File: src/hw/rtl/hmtq_pkg.sv
// Package for the heightmap triangle height query block.
// Field widths, register and command codes, controller/datapath structs.
// No dependencies.
`default_nettype none

package hmtq_pkg;

  localparam int MAX_GRID_DIM_DEF  = 256;
  localparam int FRACTION_BITS_DEF = 8;

  localparam int DIM_W     = 9;
  localparam int SIZE_W    = 11;
  localparam int CFG_W     = 11;
  localparam int CFG_IDX_W = 2;
  localparam int VIDX_W    = 16;
  localparam int HEIGHT_W  = 24;
  localparam int POS_W     = 32;

  // register indexes
  localparam logic [CFG_IDX_W-1:0] CFG_GRID_COLUMNS = 2'd0;
  localparam logic [CFG_IDX_W-1:0] CFG_GRID_ROWS    = 2'd1;
  localparam logic [CFG_IDX_W-1:0] CFG_CELL_SIZE    = 2'd2;

  // reset values of the registers
  localparam logic [DIM_W-1:0]  GRID_COLUMNS_RST = 9'd256;
  localparam logic [DIM_W-1:0]  GRID_ROWS_RST    = 9'd256;
  localparam logic [SIZE_W-1:0] CELL_SIZE_RST    = 11'd1;

  // word kinds
  localparam logic KIND_WRITE = 1'b0;
  localparam logic KIND_QUERY = 1'b1;

  typedef enum logic [1:0] {
    CORNER_A = 2'd0,
    CORNER_B = 2'd1,
    CORNER_C = 2'd2,
    CORNER_D = 2'd3
  } corner_e;

  typedef enum logic [1:0] {
    MUL_E1_LO = 2'd0,
    MUL_E1_HI = 2'd1,
    MUL_E2_LO = 2'd2,
    MUL_E2_HI = 2'd3
  } mul_step_e;

  typedef struct packed {
    logic      load;
    logic      wr_en;
    logic      div_start;
    logic      div_step;
    logic      cell_ux;
    logic      cell_off;
    logic      addr_calc;
    logic      rd_en;
    corner_e   corner;
    logic      tri_setup;
    logic      mul_en;
    mul_step_e mul_step;
    logic      round;
    logic      out_load;
  } cmd_t;

  typedef struct packed {
    logic div_done;
    logic is_query;
  } status_t;

endpackage

`default_nettype wire

File: src/hw/rtl/hmtq_ctrl.sv
// Controller FSM for the height query block: sequences the datapath.
// Depends on hmtq_pkg.
`default_nettype none

module hmtq_ctrl import hmtq_pkg::*; (
  input  wire logic    clk_i,
  input  wire logic    rst_ni,
  input  wire logic    in_valid_i,
  output logic         in_ready_o,
  output logic         out_valid_o,
  input  wire logic    out_ready_i,
  input  wire status_t status_i,
  output cmd_t         cmd_o
);

  typedef enum logic [4:0] {
    ST_IDLE,
    ST_DISPATCH,
    ST_DIV,
    ST_UX,
    ST_OFF,
    ST_ADDR,
    ST_RA,
    ST_RB,
    ST_RC,
    ST_RD,
    ST_RWAIT,
    ST_SETUP,
    ST_M0,
    ST_M1,
    ST_M2,
    ST_M3,
    ST_MACC,
    ST_RND,
    ST_EMIT
  } state_e;

  state_e state_q, state_d;
  logic   out_valid_q, out_valid_d;
  logic   can_load;

  assign can_load    = !out_valid_q || out_ready_i;
  assign in_ready_o  = (state_q == ST_IDLE);
  assign out_valid_o = out_valid_q;

  always_comb begin
    state_d = state_q;
    cmd_o   = '0;
    unique case (state_q)
      ST_IDLE: begin
        if (in_valid_i) begin
          cmd_o.load = 1'b1;
          state_d    = ST_DISPATCH;
        end
      end
      ST_DISPATCH: begin
        if (status_i.is_query) begin
          cmd_o.div_start = 1'b1;
          state_d         = ST_DIV;
        end else begin
          cmd_o.wr_en = 1'b1;
          state_d     = ST_IDLE;
        end
      end
      ST_DIV: begin
        cmd_o.div_step = 1'b1;
        if (status_i.div_done) begin
          state_d = ST_UX;
        end
      end
      ST_UX: begin
        cmd_o.cell_ux = 1'b1;
        state_d       = ST_OFF;
      end
      ST_OFF: begin
        cmd_o.cell_off = 1'b1;
        state_d        = ST_ADDR;
      end
      ST_ADDR: begin
        cmd_o.addr_calc = 1'b1;
        state_d         = ST_RA;
      end
      ST_RA: begin
        cmd_o.rd_en  = 1'b1;
        cmd_o.corner = CORNER_A;
        state_d      = ST_RB;
      end
      ST_RB: begin
        cmd_o.rd_en  = 1'b1;
        cmd_o.corner = CORNER_B;
        state_d      = ST_RC;
      end
      ST_RC: begin
        cmd_o.rd_en  = 1'b1;
        cmd_o.corner = CORNER_C;
        state_d      = ST_RD;
      end
      ST_RD: begin
        cmd_o.rd_en  = 1'b1;
        cmd_o.corner = CORNER_D;
        state_d      = ST_RWAIT;
      end
      ST_RWAIT: state_d = ST_SETUP;
      ST_SETUP: begin
        cmd_o.tri_setup = 1'b1;
        state_d         = ST_M0;
      end
      ST_M0: begin
        cmd_o.mul_en   = 1'b1;
        cmd_o.mul_step = MUL_E1_LO;
        state_d        = ST_M1;
      end
      ST_M1: begin
        cmd_o.mul_en   = 1'b1;
        cmd_o.mul_step = MUL_E1_HI;
        state_d        = ST_M2;
      end
      ST_M2: begin
        cmd_o.mul_en   = 1'b1;
        cmd_o.mul_step = MUL_E2_LO;
        state_d        = ST_M3;
      end
      ST_M3: begin
        cmd_o.mul_en   = 1'b1;
        cmd_o.mul_step = MUL_E2_HI;
        state_d        = ST_MACC;
      end
      ST_MACC: state_d = ST_RND;
      ST_RND: begin
        cmd_o.round = 1'b1;
        state_d     = ST_EMIT;
      end
      ST_EMIT: begin
        if (can_load) begin
          cmd_o.out_load = 1'b1;
          state_d        = ST_IDLE;
        end
      end
      default: state_d = ST_IDLE;
    endcase
  end

  always_comb begin
    out_valid_d = out_valid_q;
    if (out_valid_q && out_ready_i) begin
      out_valid_d = 1'b0;
    end
    if (cmd_o.out_load) begin
      out_valid_d = 1'b1;
    end
  end

  always_ff @(posedge clk_i or negedge rst_ni) begin
    if (!rst_ni) begin
      state_q     <= ST_IDLE;
      out_valid_q <= 1'b0;
    end else begin
      state_q     <= state_d;
      out_valid_q <= out_valid_d;
    end
  end

endmodule

`default_nettype wire

File: config.mk
export PLATFORM = sky130hd
export DESIGN_NAME = hmtq_ctrl
export DESIGN_NICKNAME = d
export VERILOG_FILES = /design/src/hw/rtl/hmtq_pkg.sv /design/src/hw/rtl/hmtq_ctrl.sv
export SDC_FILE = /design/constraint.sdc
export NUM_CORES = 1
export LEC_CHECK = 0
export BUFFER_PORTS_ARGS = -buffer_cell sky130_fd_sc_hd__buf_2
export CAP_MARGIN = 20
export CORE_AREA = 2 2 39 41
export DETAILED_ROUTE_END_ITERATION = 16
export DIE_AREA = 0 0 41 43
export HOLD_SLACK_MARGIN = 0.03
export PLACE_DENSITY = 0.63
export SLEW_MARGIN = 20
export SYNTH_ARGS = -nofsm -noshare
export SYNTH_HDL_FRONTEND = slang
export SYNTH_SLANG_ARGS = --single-unit
File: constraint.sdc
create_clock -name clk_i -period 4.5 [get_ports clk_i]
set_clock_uncertainty 0.05 [all_clocks]
set_input_delay 0.9 -clock clk_i [delete_from_list [all_inputs] [get_ports clk_i]]
set_output_delay 0.9 -clock clk_i [all_outputs]
set_load 0.01 [all_outputs]
==> results.cfg, run 1 <==
[logic_synthesis]
synth_edf_count = 0
seq_area_frac_synth_pct = 31.9
ys_seq_elements = 6
synth_area_um2 = 470
ys_types = 26
synth_nets = 67
synth.avg_cell_area_um2 = 7.71
synthCells = 61
yosys_warnings = 0
async_reset_ff_share_pct = 100
synth_ff_type = dfrtp_1

[power_and_ir_drop]
seq_power_share_pct = 33.6
power.switching_w = 0.000191
ir_worst_vdd_mv = 0.306
power_frac_comb_pct = 54.1
power_leakage_nw = 0.333
p_total_w = 0.000394
p_sw_share_pct = 48.6
internal_power_w = 0.000203
clockPowerShare_pct = 12.4
power_density_nw_per_um2 = 661

[routing]
antenna_left = 0
top_layer_used = met3
wire_per_inst_um = 10.4
drc_errors = 0
vias = 482
m1WireLength_um = 477
drt_iter0_drc = 8
met2_length_um = 467
wl_met3_um = 61
vias_per_cell = 4.97
detail_route.wirelength_um = 1010
dr.pass1.iters = 3

[cells_and_area]
final_cell_mix = buf_2, nor3_1, nor2_1, dfrtp_1, nand2_1
syn2layout_area_growth_pct = 26.9
n_antenna_cell = 0
layout.nets = 89
final_layout_size_suffix_gt1_share_pct = 34.6
layout_commonest_cell = buf_2
instances_no_fill = 97

[setup_path]
crit_chain = or3_1 -> nor3_4 -> and2_1 -> buf_2
crit-reg2reg-launch = state_q[2]
critPathArrivalTime_ns = 1.63
max_stage_delay_ns = 0.50
path_class = reg -> out
crit_family = simple AND/OR/NAND/NOR gates
crit_slowest_cell = or3_1
cp_num_buf_inv = 1
cp_max_fo = 12
cp.required_ns = 3.55
crit_path_end_kind = primary output
startpoint = state_q[2]
start_kind = flop

[sta]
finalCriticalPeriod_ns = 2.58
finalCritPeriodShare_pct = 57.3
rsz0062_at_grt = false
worst_pin_slew_ns = 0.400
max_freq_mhz = 388
relSlewSlack_pct = 73.3
finalSetupViolations = 0
drv_slew = 0
setup_tns_ns = 0
finalHoldViolCount = 0

[place]
placed_cells = 94
io_buffers = 23
hpwlAfterDp_um = 779
gp_congestion = 0.735

[die]
die_y_um = 43
die_w_um = 41
core_um2 = 1380
io_pins = 24
initial_core_util_pct = 34.0
row_count = 14
dieArea_um2 = 1760

[outcome]
status = complete, no violations

[flow_run]
drv_cap = 0

[global_routing]
grt-ovfl-total = 0
antenna_found_initial = 0
first_global_vias = 387
grt_pass1_wl_um = 1590
grt_use_total_pct = 13.2
grt_max_degree = 14

[clock_network]
cts_resized = 0
cts_buffers = 3
clockBufferDepth = 2
cts_tree = done
cts.sinks = 6
cts_setup_buffers = 0
clk_pin_slew_ns = 0.04
cts_hold_buffers = 0
clk_latency_ns = 0.24
ctsHtreeMaxLevel = 1
cts-root-buf = clkbuf_4

[hold_path]
hold_class = in -> async
[state kept, by name, indices dropped and copies added, names as in the netlist]
signal,count
state_q,5
out_valid_o,1
[synthesized netlist by cell type, drive strengths merged (2+ instances only)]
cell	n	area share [%]
o21ai	3	3.2
buf	5	5.9
nor2b	4	5.3
a21oi	2	2.9
nand2	5	4.0
dfrtp	6	32
and2	3	4.0
nor3	7	9.8
nand3b	2	3.2
nor2	6	4.8
and3	4	5.3
inv	3	2.4
[layer usage]
layer | track usage [%] | vias up
li1 | - | 245
met1 | 17.5 | 224
met2 | 19.4 | 13
met3 | 6.28 | 0
met4 | 2.00 | 0
met5 | 0 | -
[final cells by class]
cell class / count / area, µm²
repair buffers: 23 / 115
inverters: 3 / 11.3
clock buffers: 3 / 22.5
flip-flops and latches: 6 / 150
fillers: 151 / 787
multi-input cells: 46 / 278
well taps: 16 / 20.0
[power groups by stage]
stage	registers (W)	clock network, W	logic, W
2_1_floorplan	0.0000892	0	0.000199
3_3_place_gp	0.000132	0	0.000212
3_5_place_dp	0.000133	0	0.000214
4_1_cts	0.000131	0.0000509	0.000215
5_1_grt	0.000138	0.0000540	0.000237
6_report	0.000132	0.0000487	0.000213
[path summary, 6_finish.rpt]
kind	slack [ns]	to	depth (start not counted)
setup reg to reg	3.05	state_q[1]	3
hold / removal	0.42	out_valid_o	1
max in group asynchronous	3.84	state_q[2]	1
hold reg to reg	0.46	out_valid_o	2
min in group clk_i	0.46	out_valid_o	2
setup / recovery	1.92	cmd_o[15]	4
[kinds of logic after synthesis]
family	synth area share [%]
AOI/OAI and AO/OA	13.3
xor gates and xnor gates	3.72
buffers and inverters	9.04
DFF	31.9
and+or+nand+nor	42.0
[per-stage QoR]
| step | hold WS, ns | util, % | setup WS (ns) | instance area, µm² |
|---|---|---|---|---|
| after global placement | 0.454 | 41.5 | 2.20 | 574 |
| final | 0.419 | 43.1 | 1.92 | 597 |
| after floorplan | 0.486 | - | 2.27 | 470 |
| after detailed placement | 0.451 | 41.5 | 2.18 | 574 |
| after CTS | 0.418 | 43.1 | 1.92 | 597 |
| after global routing | 0.422 | 43.1 | 1.85 | 597 |
Power figures use the tool's default switching activity.
==> run 2: changes to the inputs <==
Settings changed: PLACE_DENSITY 0.63 to 0.65.
Clock period 4.5 ns to 2.2 ns, I/O delays scaled along.
==> results.cfg, run 2 (synthesis results as in run 1) <==
[routing]
drc_errors = 0
detail_route.wirelength_um = 994
wire_per_inst_um = 9.94
dr.pass1.iters = 4
vias_per_cell = 4.92
antenna_left = 0
vias = 492
drt_iter0_drc = 7

[hold_path]
hold_class = in -> reg
hold-path-endpoint = out_valid_o
hp-start = out_ready_i
holdPathStages = 3

[global_routing]
grt_pass1_wl_um = 1640
grt-ovfl-total = 0
antenna_found_initial = 0
grt_use_total_pct = 13.6
grt_max_degree = 13
first_global_vias = 393

[clock_network]
cts_tree = done
clk_latency_ns = 0.24
cts-root-buf = clkbuf_4
cts_setup_buffers = 0
ctsHtreeMaxLevel = 1
cts_buffers = 3
cts.sinks = 6
clockBufferDepth = 2
clk_pin_slew_ns = 0.04

[cells_and_area]
layout.nets = 92
largest_reg_flops = 5
n_antenna_cell = 0
layout_commonest_cell = buf_2
final_layout_size_suffix_gt1_share_pct = 36.9
syn2layout_area_growth_pct = 33.2
regMostFlops = state_q
fin_util_pct = 45.3
final_cell_mix = buf_2, nor3_1, nor2_1, dfrtp_1, nand2_1

[sta]
hold-worst-slack_ns = 0.436
finalSetupViolations = 0
finalCritPeriodShare_pct = 92.3
drv_slew = 0
worst_pin_slew_ns = 0.391
max_freq_mhz = 492
setup_tns_ns = 0
finalHoldViolCount = 0
rsz0062_at_grt = false
relSlewSlack_pct = 73.9
setup_slack_ns = 0.169
finalCriticalPeriod_ns = 2.03

[setup_path]
rr_worst_depth = 3
path_class = reg -> out
crit_path_end_kind = primary output
reg2reg_to = state_q[1]
cp_max_fo = 12
critPathArrivalTime_ns = 1.54
max_stage_delay_ns = 0.48
crit_chain = or3_4 -> nor3_4 -> and2_1 -> buf_2
start_kind = flop
cp.required_ns = 1.71
cp_num_buf_inv = 1
startpoint = state_q[2]
crit_slowest_cell = dfrtp_1
crit_family = simple AND/OR/NAND/NOR gates
r2r_slack_ns = 0.84
crit-reg2reg-launch = state_q[2]

[place]
dp_slack_ns = 0.351
io_buffers = 23
hpwlAfterDp_um = 791
gp_congestion = 0.712

[die]
die_y_um = 43
io_pins = 24
initial_core_util_pct = 34.0
dieArea_um2 = 1760
row_count = 14
die_w_um = 41
core_um2 = 1380

[power_and_ir_drop]
power_density_nw_per_um2 = 1320
ir_worst_vdd_mv = 0.572
power_leakage_nw = 0.348

[outcome]
status = complete, no violations

[flow_run]
drv_cap = 0
## run 2: final cells by class
cell class              instances  area [µm²]
fillers                       147         757
multi-input cells              46         283
flip-flops and latches          6         150
repair buffers                 26         140
clock buffers                   3        22.5
well taps                      16        20.0
inverters                       3        11.3
## run 2: through the flow
step / instance area (µm²) / cells / power [W]
floorplan: 470 / 61 / 0.000589
global placement: 589 / 96 / 0.000724
detailed placement: 589 / 96 / 0.000724
CTS: 622 / 100 / 0.000829
global route: 627 / 100 / 0.000918
finish: 627 / 100 / 0.000828
## run 2: metal layers
metal	up-vias	global-route usage (%)	wire length, µm
met5	-	0	0
met4	0	4.00	0
met3	0	6.28	45
met2	9	19.1	492
met1	230	18.2	455
li1	253	-	-
## run 2: what timing repair did
action,4_1_cts,5_1_grt
gates resized for setup,0,1
endpoints found under the hold margin,6,0
hold buffers,1,0
setup endpoints to repair,0,1
## run 2: worst max-delay path by stage
stage	end	slack, ns	cells after the start
6_report	cmd_o[15]	0.17	4
5_1_grt	cmd_o[15]	0.08	4
4_1_cts	cmd_o[15]	0.09	4
3_5_place_dp	cmd_o[15]	0.35	4
3_3_place_gp	cmd_o[15]	0.37	4
2_1_floorplan	cmd_o[15]	0.43	4
## run 2: tightest hold or removal path: cells and delay by family
family / cells / cell delay [ns]
simple gates: 2 / 0.15
buf+inv: 1 / 0.08
## run 2: power by group
group / switching, W / total, W / internal [W] / leakage, nW
sequential: 0.0000795 / 0.000233 / 0.000153 / 0.0763
clock: 0.0000356 / 0.0000971 / 0.0000614 / 0.0138
combinational: 0.000271 / 0.000498 / 0.000227 / 0.258
total: 0.000386 / 0.000828 / 0.000442 / 0.348
